--- config.mk ---
export PLATFORM = sky130hd
export DESIGN_NAME = gre_header_checksum_validator_top
export DESIGN_NICKNAME = d
export VERILOG_FILES = /design/src/rtl/core/grechk_pkg.sv /design/src/rtl/core/grechk_acc.sv /design/src/rtl/core/grechk_out.sv /design/src/rtl/core/gre_header_checksum_validator_top.sv
export SDC_FILE = /design/constraint.sdc
export NUM_CORES = 1
export LEC_CHECK = 0
export BUFFER_PORTS_ARGS = -buffer_cell sky130_fd_sc_hd__buf_2
export CAP_MARGIN = 10
export CORE_ASPECT_RATIO = 1.75
export CORE_MARGIN = 2
export CORE_UTILIZATION = 45
export CTS_BUF_LIST = sky130_fd_sc_hd__clkbuf_4 sky130_fd_sc_hd__clkbuf_8
export DETAILED_ROUTE_END_ITERATION = 6
export PLACE_DENSITY_LB_ADDON = 0.2
export SLEW_MARGIN = 20
export SYNTH_ARGS = -nofsm -noshare
export SYNTH_HDL_FRONTEND = slang
export SYNTH_HIERARCHICAL = 1
export SYNTH_SLANG_ARGS = --single-unit
--- constraint.sdc ---
create_clock -name clk -period 11.1 [get_ports clk]
set_input_delay 0.555 -clock clk [delete_from_list [all_inputs] [get_ports clk]]
set_output_delay 0.555 -clock clk [all_outputs]
set_load 0.01 [all_outputs]
--- src/rtl/core/grechk_pkg.sv ---
package grechk_pkg;

	localparam logic [1:0] ERR_OK       = 2'd0;
	localparam logic [1:0] ERR_SHORT    = 2'd1;
	localparam logic [1:0] ERR_RESERVED = 2'd2;
	localparam logic [1:0] ERR_CHECKSUM = 2'd3;

	localparam logic [3:0] HLEN_BASE = 4'd4;
	localparam logic [3:0] HLEN_CSUM = 4'd8;

	localparam int OUT_TDATA_W = 32;

	typedef struct packed {
		logic [3:0]  header_length;
		logic [15:0] protocol_type;
		logic [2:0]  gre_version;
		logic        checksum_present;
		logic [1:0]  error_code;
		logic        packet_ok;
	} result_t;

	function automatic logic [15:0] ones_add(input logic [15:0] a, input logic [15:0] b);
		logic [16:0] s;
		s = {1'b0, a} + {1'b0, b};
		return s[15:0] + {15'd0, s[16]};
	endfunction

endpackage

--- src/rtl/core/grechk_acc.sv ---
module grechk_acc #(
	parameter int MAX_PACKET_BYTES = 65535
) (
	input  logic                clk,
	input  logic                arst_n,
	input  logic                step,
	input  logic [7:0]          data_byte,
	input  logic                last_byte,
	output grechk_pkg::result_t res
);
	import grechk_pkg::*;

	localparam int CNT_W = $clog2(MAX_PACKET_BYTES + 1);
	localparam logic [CNT_W-1:0] CNT_MAX = CNT_W'(MAX_PACKET_BYTES);

	logic [CNT_W-1:0] byte_count_q;
	logic [15:0]      running_sum_q;
	logic [7:0]       high_byte_hold_q;
	logic [15:0]      first_word_q;
	logic [15:0]      protocol_word_q;
	logic [15:0]      stored_checksum_q;
	logic [15:0]      reserved_word_q;

	logic             taken;
	logic             odd_idx;
	logic             in_header;
	logic [7:0]       sum_byte;
	logic [15:0]      add_op;
	logic [15:0]      sum_add;
	logic [CNT_W-1:0] count_d;
	logic [15:0]      sum_d;
	logic [7:0]       hold_d;
	logic [15:0]      first_d;
	logic [15:0]      proto_d;
	logic [15:0]      csum_d;
	logic [15:0]      resv_d;
	logic [15:0]      final_sum;
	logic [15:0]      calc;
	logic             cbit;
	logic [3:0]       hlen;

	assign taken     = byte_count_q < CNT_MAX;
	assign odd_idx   = byte_count_q[0];
	assign in_header = byte_count_q < CNT_W'(8);
	// the checksum field itself counts as zero
	assign sum_byte  = (byte_count_q == CNT_W'(4) || byte_count_q == CNT_W'(5)) ?
			8'd0 : data_byte;

	// one adder serves both the pair sum and the pad of an odd final byte
	always_comb begin
		if (taken && odd_idx) begin
			add_op = {high_byte_hold_q, sum_byte};
		end else if (taken) begin
			add_op = {sum_byte, 8'd0};
		end else begin
			add_op = {high_byte_hold_q, 8'd0};
		end
	end

	assign sum_add = ones_add(running_sum_q, add_op);

	always_comb begin
		count_d = byte_count_q;
		sum_d   = running_sum_q;
		hold_d  = high_byte_hold_q;
		first_d = first_word_q;
		proto_d = protocol_word_q;
		csum_d  = stored_checksum_q;
		resv_d  = reserved_word_q;
		if (taken) begin
			count_d = byte_count_q + CNT_W'(1);
			if (odd_idx) begin
				sum_d = sum_add;
			end else begin
				hold_d = sum_byte;
			end
			if (in_header) begin
				case (byte_count_q[2:0])
					3'd0: first_d[15:8] = data_byte;
					3'd1: first_d[7:0]  = data_byte;
					3'd2: proto_d[15:8] = data_byte;
					3'd3: proto_d[7:0]  = data_byte;
					3'd4: csum_d[15:8]  = data_byte;
					3'd5: csum_d[7:0]   = data_byte;
					3'd6: resv_d[15:8]  = data_byte;
					default: resv_d[7:0] = data_byte;
				endcase
			end
		end
	end

	assign final_sum = count_d[0] ? sum_add : sum_d;
	assign calc      = (~final_sum == 16'd0) ? 16'hFFFF : ~final_sum;
	assign cbit      = first_d[15];
	assign hlen      = cbit ? HLEN_CSUM : HLEN_BASE;

	always_comb begin
		if (count_d < CNT_W'(hlen)) begin
			res.error_code = ERR_SHORT;
		end else if (first_d[14:3] != 12'd0 || (cbit && resv_d != 16'd0)) begin
			res.error_code = ERR_RESERVED;
		end else if (cbit && calc != csum_d) begin
			res.error_code = ERR_CHECKSUM;
		end else begin
			res.error_code = ERR_OK;
		end
		res.packet_ok        = res.error_code == ERR_OK;
		res.checksum_present = cbit;
		res.gre_version      = first_d[2:0];
		res.protocol_type    = proto_d;
		res.header_length    = hlen;
	end

	always_ff @(posedge clk or negedge arst_n) begin
		if (!arst_n) begin
			byte_count_q      <= '0;
			running_sum_q     <= '0;
			high_byte_hold_q  <= '0;
			first_word_q      <= '0;
			protocol_word_q   <= '0;
			stored_checksum_q <= '0;
			reserved_word_q   <= '0;
		end else if (step && last_byte) begin
			// clear for the next packet
			byte_count_q      <= '0;
			running_sum_q     <= '0;
			high_byte_hold_q  <= '0;
			first_word_q      <= '0;
			protocol_word_q   <= '0;
			stored_checksum_q <= '0;
			reserved_word_q   <= '0;
		end else if (step) begin
			byte_count_q      <= count_d;
			running_sum_q     <= sum_d;
			high_byte_hold_q  <= hold_d;
			first_word_q      <= first_d;
			protocol_word_q   <= proto_d;
			stored_checksum_q <= csum_d;
			reserved_word_q   <= resv_d;
		end
	end

endmodule

--- src/rtl/core/grechk_out.sv ---
module grechk_out (
	input  logic                clk,
	input  logic                arst_n,
	input  logic                load,
	input  grechk_pkg::result_t res,
	output logic                free,
	output logic                m_axis_tvalid,
	input  logic                m_axis_tready,
	output logic [grechk_pkg::OUT_TDATA_W-1:0] m_axis_tdata
);
	import grechk_pkg::*;

	logic    valid_q;
	result_t res_q;

	assign free = !valid_q || m_axis_tready;

	always_ff @(posedge clk or negedge arst_n) begin
		if (!arst_n) begin
			valid_q <= 1'b0;
		end else if (load) begin
			valid_q <= 1'b1;
		end else if (m_axis_tready) begin
			valid_q <= 1'b0;
		end
	end

	always_ff @(posedge clk) begin
		if (load) begin
			res_q <= res;
		end
	end

	assign m_axis_tvalid = valid_q;
	assign m_axis_tdata  = {(OUT_TDATA_W - $bits(result_t))'(0), res_q};

endmodule

--- src/rtl/core/gre_header_checksum_validator_top.sv ---
// GRE header validator.
// Input: one packet byte per word on s_axis (tdata = data_byte), tlast on the
// final byte of the packet. Output: one verdict word on m_axis per packet,
// issued for the word that carried tlast; no output for other bytes.
// The block keeps a 16-bit ones' complement sum over byte pairs (checksum
// bytes 4 and 5 count as zero, an odd final byte is padded with zero) and
// captures header bytes 0..7. Verdict order: too short, reserved bits set,
// checksum mismatch. Bytes beyond MAX_PACKET_BYTES are dropped but tlast
// still closes the packet.
// Throughput: one byte per cycle while s_axis_tready is high, set by the
// single end-around add on the per-byte path. A verdict goes through the
// input register, then the result register, on its way to m_axis.
// Reset clears all packet state and empties both registers. When m_axis is
// stalled, the held verdict stays put; bytes of the next packet keep flowing
// until a second tlast byte would need the result register, then s_axis_tready
// drops until the verdict is taken.
module gre_header_checksum_validator_top #(
	parameter int MAX_PACKET_BYTES = 65535
) (
	input  logic        clk,
	input  logic        arst_n,
	input  logic        s_axis_tvalid,
	output logic        s_axis_tready,
	input  logic [7:0]  s_axis_tdata,   // [7:0] data_byte
	input  logic        s_axis_tlast,   // last_byte
	output logic        m_axis_tvalid,
	input  logic        m_axis_tready,
	// [0] packet_ok, [2:1] error_code, [3] checksum_present, [6:4] gre_version,
	// [22:7] protocol_type, [26:23] header_length, [31:27] zero
	output logic [grechk_pkg::OUT_TDATA_W-1:0] m_axis_tdata
);
	import grechk_pkg::*;

	logic       valid_s1;
	logic [7:0] byte_s1;
	logic       last_s1;
	logic       out_free;
	logic       advance;
	result_t    res;

	// a non-final byte never needs the result register
	assign advance       = valid_s1 && (!last_s1 || out_free);
	assign s_axis_tready = !valid_s1 || advance;

	always_ff @(posedge clk or negedge arst_n) begin
		if (!arst_n) begin
			valid_s1 <= 1'b0;
		end else if (s_axis_tready) begin
			valid_s1 <= s_axis_tvalid;
		end
	end

	always_ff @(posedge clk) begin
		if (s_axis_tready && s_axis_tvalid) begin
			byte_s1 <= s_axis_tdata;
			last_s1 <= s_axis_tlast;
		end
	end

	grechk_acc #(
		.MAX_PACKET_BYTES(MAX_PACKET_BYTES)
	) u_acc (
		.clk      (clk),
		.arst_n   (arst_n),
		.step     (advance),
		.data_byte(byte_s1),
		.last_byte(last_s1),
		.res      (res)
	);

	grechk_out u_out (
		.clk          (clk),
		.arst_n       (arst_n),
		.load         (advance && last_s1),
		.res          (res),
		.free         (out_free),
		.m_axis_tvalid(m_axis_tvalid),
		.m_axis_tready(m_axis_tready),
		.m_axis_tdata (m_axis_tdata)
	);

endmodule

==> run summary, run 1 <==
layout cells sized above 1 - 15.2%
DR WL/cell - 21.5 um
vias in the first global route - 7311
normalized max-slew margin - 43.7%
die height - 190 um
core area - 19600 um^2
cts-stage hold buffer count - 0
CP peak stage delay - 0.61 ns
# rows - 68
Post-Synthesis Cell Area - 8910 um^2
CP required - 11.27 ns
Final Hold Vio Count - 0
most frequent cells after synthesis - dfrtp_1, nand2_1, nor2_1
Synth Flop Type - dfrtp_1
sequential share of the synthesized area - 41.9%
Overall Global Routing Usage - 25.5%
die area - 21000 um^2
Max Cap Violations - 0
via count - 7276
CTS max path bufs - 2
IO buf count - 41
die width - 110 um
share of the synthesized area in the top cell type - 29.8%
CTS tree - yes
Ys Warns - 6
Critical Path Fanout Max - 16
status - complete, no violations
R2R Path Start - u_acc/byte_count_q[0]
Post-CTS Setup Inserts - 0
maximum vdd drop - 141 uV
most frequent CP cell - ha_1
cell taking the most area after synthesis - dfrtp_1
Core Util, Final - 49.6%
synth top area cells - dfrtp_1, edfxtp_1, o2bb2ai_1, ha_1, nand2_1
Critical Path Sink Type - flip-flop
average size of a mapped cell - 9.80 um^2
post-DP HPWL - 18.1 mm
first-pass GRT wire length - 40.5 mm
worst skew pair latency - 0.45 ns
WL final - 25.4 mm
Final Skew - 0.0135 ns
reg-to-reg slack, setup - 2.55 ns
Num CTS Buffers - 17
setup violators final - 0
crit start category - flip-flop
drt first pass iters - 5
initial DRC count - 352
critical path type - reg2reg
RSZ-0062 raised after global routing - false
cells after synthesis - 909
Synth-to-Final Area Change - 9.02%
# IOs - 47
cell with the most instances after synthesis - dfrtp_1
Synth async-reset ratio - 74.6%
vias per cell - 6.16
EDFF count, synth - 36
pin count of the biggest net entering global routing - 59
arrival time worst endpoint - 8.72 ns
Nets - 962
Period Utilization, post-route - 77.1%
root buffer cell - clkbuf_8
Clock Sinks - 142
Starting Density - 45.5%
Post-CTS Resized - 0
initial antenna violation count - 0
setup TNS - 0 ns
Register-to-Register Path Depth - 29
Ant. Diodes - 0
Reg clk slew, reported paths - 0.08 ns
global route overflow - 0
Pins Over Slew Limit - 0
post-synthesis register bit count - 142
H-tree Lvls - 4
Hold Path Class - in2async
Leak - 4.03 nW
Worst Tran Pin Value - 0.845 ns
DRC - 0
Reg-to-Reg End - u_out/m_axis_tdata[2]
Slowest cell on crit path - or3_1
GPL Wtd Cong - 0.918
FMAX - 117 MHz
Power Dens Cells - 221 nW/um^2
fin crit period - 8.55 ns
number of library cell types mapped by synthesis - 89
DRT antenna net count - 0
final cells by class:
type	instances	area [um^2]
clock inverters	12	181
multi-input cells	686	4840
flip-flops and latches	142	3730
well taps	245	307
inverters	21	78.8
repair buffers	55	313
fillers	1872	9860
clock buffers	20	256
registers in the layout, summed over array words and instances (netlist names):
signal                   count
u_acc/first_word_q          16
u_out/m_axis_tdata          27
u_acc/running_sum_q         16
u_out/m_axis_tvalid          1
last_s1                      1
u_acc/stored_checksum_q     16
byte_s1                      8
u_acc/protocol_word_q       16
u_acc/high_byte_hold_q       8
valid_s1                     1
u_acc/reserved_word_q       16
u_acc/byte_count_q          16
where the power goes:
group | total (mW) | internal, mW | switching [mW] | leakage, nW
logic | 0.931 | 0.361 | 0.569 | 2.02
clock network | 0.467 | 0.255 | 0.211 | 0.225
registers | 0.745 | 0.637 | 0.108 | 1.79
placed cells by master (no fill, tap or decap), types with 5 or more instances in the layout:
cell / Yosys / layout
dfrtp_1: 106 / 106
nand2_1: 74 / 74
nor2_1: 53 / 53
o2bb2ai_1: 52 / 52
a21oi_1: 45 / 45
buf_2: 2 / 40
edfxtp_1: 36 / 36
nand3_1: 34 / 34
o21ai_0: 31 / 31
a22o_1: 31 / 31
a22oi_1: 28 / 28
ha_1: 25 / 25
xnor2_1: 24 / 24
nor3_1: 23 / 23
mux2_2: 23 / 23
and3_1: 21 / 21
mux2i_1: 21 / 21
inv_1: 20 / 20
clkbuf_8: 0 / 17
buf_4: 8 / 15
nor4_1: 15 / 15
nand4_1: 13 / 13
xor2_1: 13 / 13
o211ai_1: 11 / 11
a31oi_1: 11 / 11
o21a_1: 10 / 10
nand2b_1: 7 / 7
and2_1: 7 / 7
conb_1: 2 / 7
o22ai_1: 5 / 5
a21o_1: 5 / 5
o21ai_1: 5 / 5
o31ai_1: 5 / 5
per-layer routing:
metal  GRT usage [%]  wire [um]  vias up
li1                -          -     3476
met1            29.4       9940     3595
met2            45.3      13700      156
met4            13.6       1170        0
met3            2.91        606       49
met5               0          0        -
worst max path at each step:
| stage | startpoint | endpoint | slack (ns) |
|---|---|---|---|
| 2_1_floorplan | u_acc/byte_count_q[0] | u_out/m_axis_tdata[2] | 3.67 |
| 3_3_place_gp | u_acc/byte_count_q[0] | u_out/m_axis_tdata[2] | 3.00 |
| 3_5_place_dp | u_acc/byte_count_q[0] | u_out/m_axis_tdata[2] | 2.67 |
| 4_1_cts | u_acc/byte_count_q[0] | u_out/m_axis_tdata[2] | 2.64 |
| 5_1_grt | u_acc/byte_count_q[0] | u_out/m_axis_tdata[0] | 1.95 |
| 6_report | u_acc/byte_count_q[0] | u_out/m_axis_tdata[2] | 2.55 |
per-stage QoR:
stage	instances	power (mW)	hold WS, ns	setup WS (ns)	cell area [um^2]
3_3_place_gp	1149	1.67	0.463	3.00	9280
5_1_grt	1181	2.27	0.180	1.95	9710
2_1_floorplan	914	1.41	0.259	3.67	8930
4_1_cts	1181	2.15	0.155	2.64	9710
3_5_place_dp	1149	1.68	0.476	2.67	9280
6_report	1181	2.14	0.139	2.55	9710
worst max-delay path: cells and delay by family (launching register included):
kind | cells | cell delay (ns)
AO/OA/AOI/OAI | 12 | 2.67
adder cells (fa/ha/maj) | 5 | 1.53
flip-flops | 1 | 0.56
AND/OR/NAND/NOR | 12 | 3.50
logic make-up after synthesis:
family	share of synthesized area, %
buffers and inverters	3.99
AOI/OAI and AO/OA	24.0
muxes	5.27
other	0.0843
xor gates and xnor gates	4.07
DFF	41.9
and+or+nand+nor	16.9
adders and majority gates	3.74
(Power assumes the default switching activity.)
==> run 2: changes to the inputs <==
==> constraint.sdc (replaced) <==
create_clock -name clk -period 8.05 [get_ports clk]
set_input_delay 0.4025 -clock clk [delete_from_list [all_inputs] [get_ports clk]]
set_output_delay 0.4025 -clock clk [all_outputs]
set_load 0.01 [all_outputs]
==> run 2 against run 1 <==
  * Die area is the same
  * Combinational power is 39% higher
  * Global-route usage increased by 0.35 points
  * Clock-buffer cell count is 2 lower
  * Worst setup slack got worse by 2.0 ns
  * Sequential share of layout area fell by 0.33 points
  * Via count is 1.4% higher
  * Non-clock buffer count rose by 6
  * Sequential cell count stayed put
  * Utilization rose by 0.43 points
  * Sequential power is 38% higher
  * Final cell count increased by 0.51%
  * Highest routed layer unchanged
==> run summary, run 2 (synthesized netlist as in run 1, its figures left out) <==
status - complete, no violations
Nets - 968
clock power share - 22.4%
first-pass GRT wire length - 40.5 mm
Critical Path Fanout Max - 16
Core Util, Final - 50.1%
fill cell count - 1874
GPL Wtd Cong - 0.968
# IOs - 47
Overall Global Routing Usage - 25.9%
vias in the first global route - 7196
setup violators final - 0
commonest cells after routing, fill and taps aside - dfrtp_1, nand2_1, nor2_1, o2bb2ai_1, a21oi_1
Pins Over Slew Limit - 0
CTS max path bufs - 2
reg-to-reg slack, setup - 0.51 ns
switching power - 1.23 mW
critical path type - reg2reg
setup TNS - 0 ns
Critical Path Sink Type - flip-flop
IO buf count - 41
Period Utilization, post-route - 93.6%
die width - 110 um
Num CTS Buffers - 17
Setup WS post-layout - 0.511 ns
FMAX - 133 MHz
Register-to-Register Path Depth - 27
DR WL/cell - 21.5 um
normalized max-slew margin - 43.5%
placed inst area - 9310 um^2
Starting Density - 45.5%
# rows - 68
drt first pass iters - 5
R2R Path Start - u_acc/byte_count_q[1]
multi-input logic area - 4860 um^2
DRT antenna net count - 0
Worst Tran Pin Value - 0.848 ns
Sequential Area - 3730 um^2
worst skew pair latency - 0.47 ns
Final Hold Vio Count - 0
worst hold stages - 1
max FFs per register - 27
Power Dens Cells - 305 nW/um^2
die area - 21000 um^2
WL final - 25.5 mm
core area - 19600 um^2
die height - 190 um
Ant. Diodes - 0
CTS tree - yes
Reg-to-Reg End - u_out/m_axis_tdata[2]
initial DRC count - 388
fin crit period - 7.54 ns
H-tree Lvls - 4
maximum vdd drop - 269 uV
Hold Path Class - in2reg
arrival time worst endpoint - 7.73 ns
final instance area - 9800 um^2
most common cell after layout, fill and taps aside - dfrtp_1
Synth-to-Final Area Change - 9.96%
initial antenna violation count - 0
layout cells sized above 1 - 16.1%
Reg clk slew, reported paths - 0.09 ns
pin count of the biggest net entering global routing - 61
crit start category - flip-flop
internal power - 1.76 mW
Final Total Pwr - 2.98 mW
Leak - 4.06 nW
worst hold start - s_axis_tlast
Clock Sinks - 142
DRC - 0
Max Cap Violations - 0
RSZ-0062 raised after global routing - false
root buffer cell - clkbuf_8
Final Skew - 0.0132 ns
switch share - 41.1%
Worst Setup SP - u_acc/byte_count_q[1]
Comb power frac - 43.2%
vias per cell - 6.22
post-DP HPWL - 17.9 mm
global route overflow - 0
DP Worst Slack - 0.237 ns
CP required - 8.24 ns
Hold Path End - last_s1
Flop pwr share - 34.4%
via count - 7381
[run 2: power groups by stage]
| stage | Sequential [mW] | Combinational, mW | Clock, mW |
|---|---|---|---|
| final | 1.03 | 1.29 | 0.669 |
| after global placement | 1.03 | 1.26 | 0 |
| after global routing | 1.04 | 1.41 | 0.711 |
| after detailed placement | 1.03 | 1.27 | 0 |
| after floorplan | 0.984 | 0.956 | 0 |
| after CTS | 1.02 | 1.28 | 0.681 |
[run 2: area by class of cell]
type | instances | share of cell area [%]
Sequential cell | 142 | 38.1
Timing Repair Buffer | 61 | 3.68
Tap cell | 245 | 3.13
Multi-Input combinational cell | 686 | 49.6
Clock inverter | 14 | 2.20
Inverter | 21 | 0.805
Clock buffer | 18 | 2.46
[run 2: worst max path at each step]
stage	end	slack (ns)	cells after the start
2_1_floorplan	u_out/m_axis_tdata[2]	0.62	33
3_3_place_gp	u_out/m_axis_tdata[2]	0.50	29
3_5_place_dp	u_out/m_axis_tdata[2]	0.24	29
4_1_cts	u_out/m_axis_tdata[2]	0.18	29
5_1_grt	u_out/m_axis_tdata[0]	0.02	29
6_report	u_out/m_axis_tdata[2]	0.51	27
[run 2: per-stage QoR]
step	cells	hold slack, ns
finish	1187	0.106
floorplan	914	0.107
detailed placement	1153	0.461
global placement	1153	0.457
global route	1187	0.0803
CTS	1186	0.0859
[run 2: metal layers]
metal	part of all wire [%]	GRT usage, %	vias to the layer above
met3	3.4	3.56	67
met1	38	30.0	3638
met2	54	45.1	192
li1	-	-	3484
met5	0	0	-
met4	5.1	14.1	0
[run 2: worst max-delay path: stages (launching register included)]
cell,delay [ns]
dfrtp_1,0.44
ha_1,0.22
nand4_1,0.17
or3_1,0.39
or3_1,0.41
ha_1,0.29
nand2b_2,0.33
nand2_1,0.11
o21ai_0,0.10
ha_1,0.44
nand2_1,0.10
a211oi_1,0.24
a21oi_1,0.16
a21oi_1,0.32
a21oi_1,0.11
o21bai_1,0.16
ha_1,0.21
and3_1,0.26
nand4_2,0.24
nor3b_1,0.34
xnor2_1,0.36
a21oi_1,0.24
or4_1,0.43
and4bb_2,0.38
o21a_1,0.15
o32ai_1,0.09
o41ai_2,0.47
a21oi_1,0.12
[run 2: repair_timing]
item | in CTS | in global routing
gates resized for setup | 0 | 5
endpoints found under the setup margin | 0 | 3
hold buffers | 1 | 0
endpoints found under the hold margin | 46 | 0
setup buffers | 0 | 1
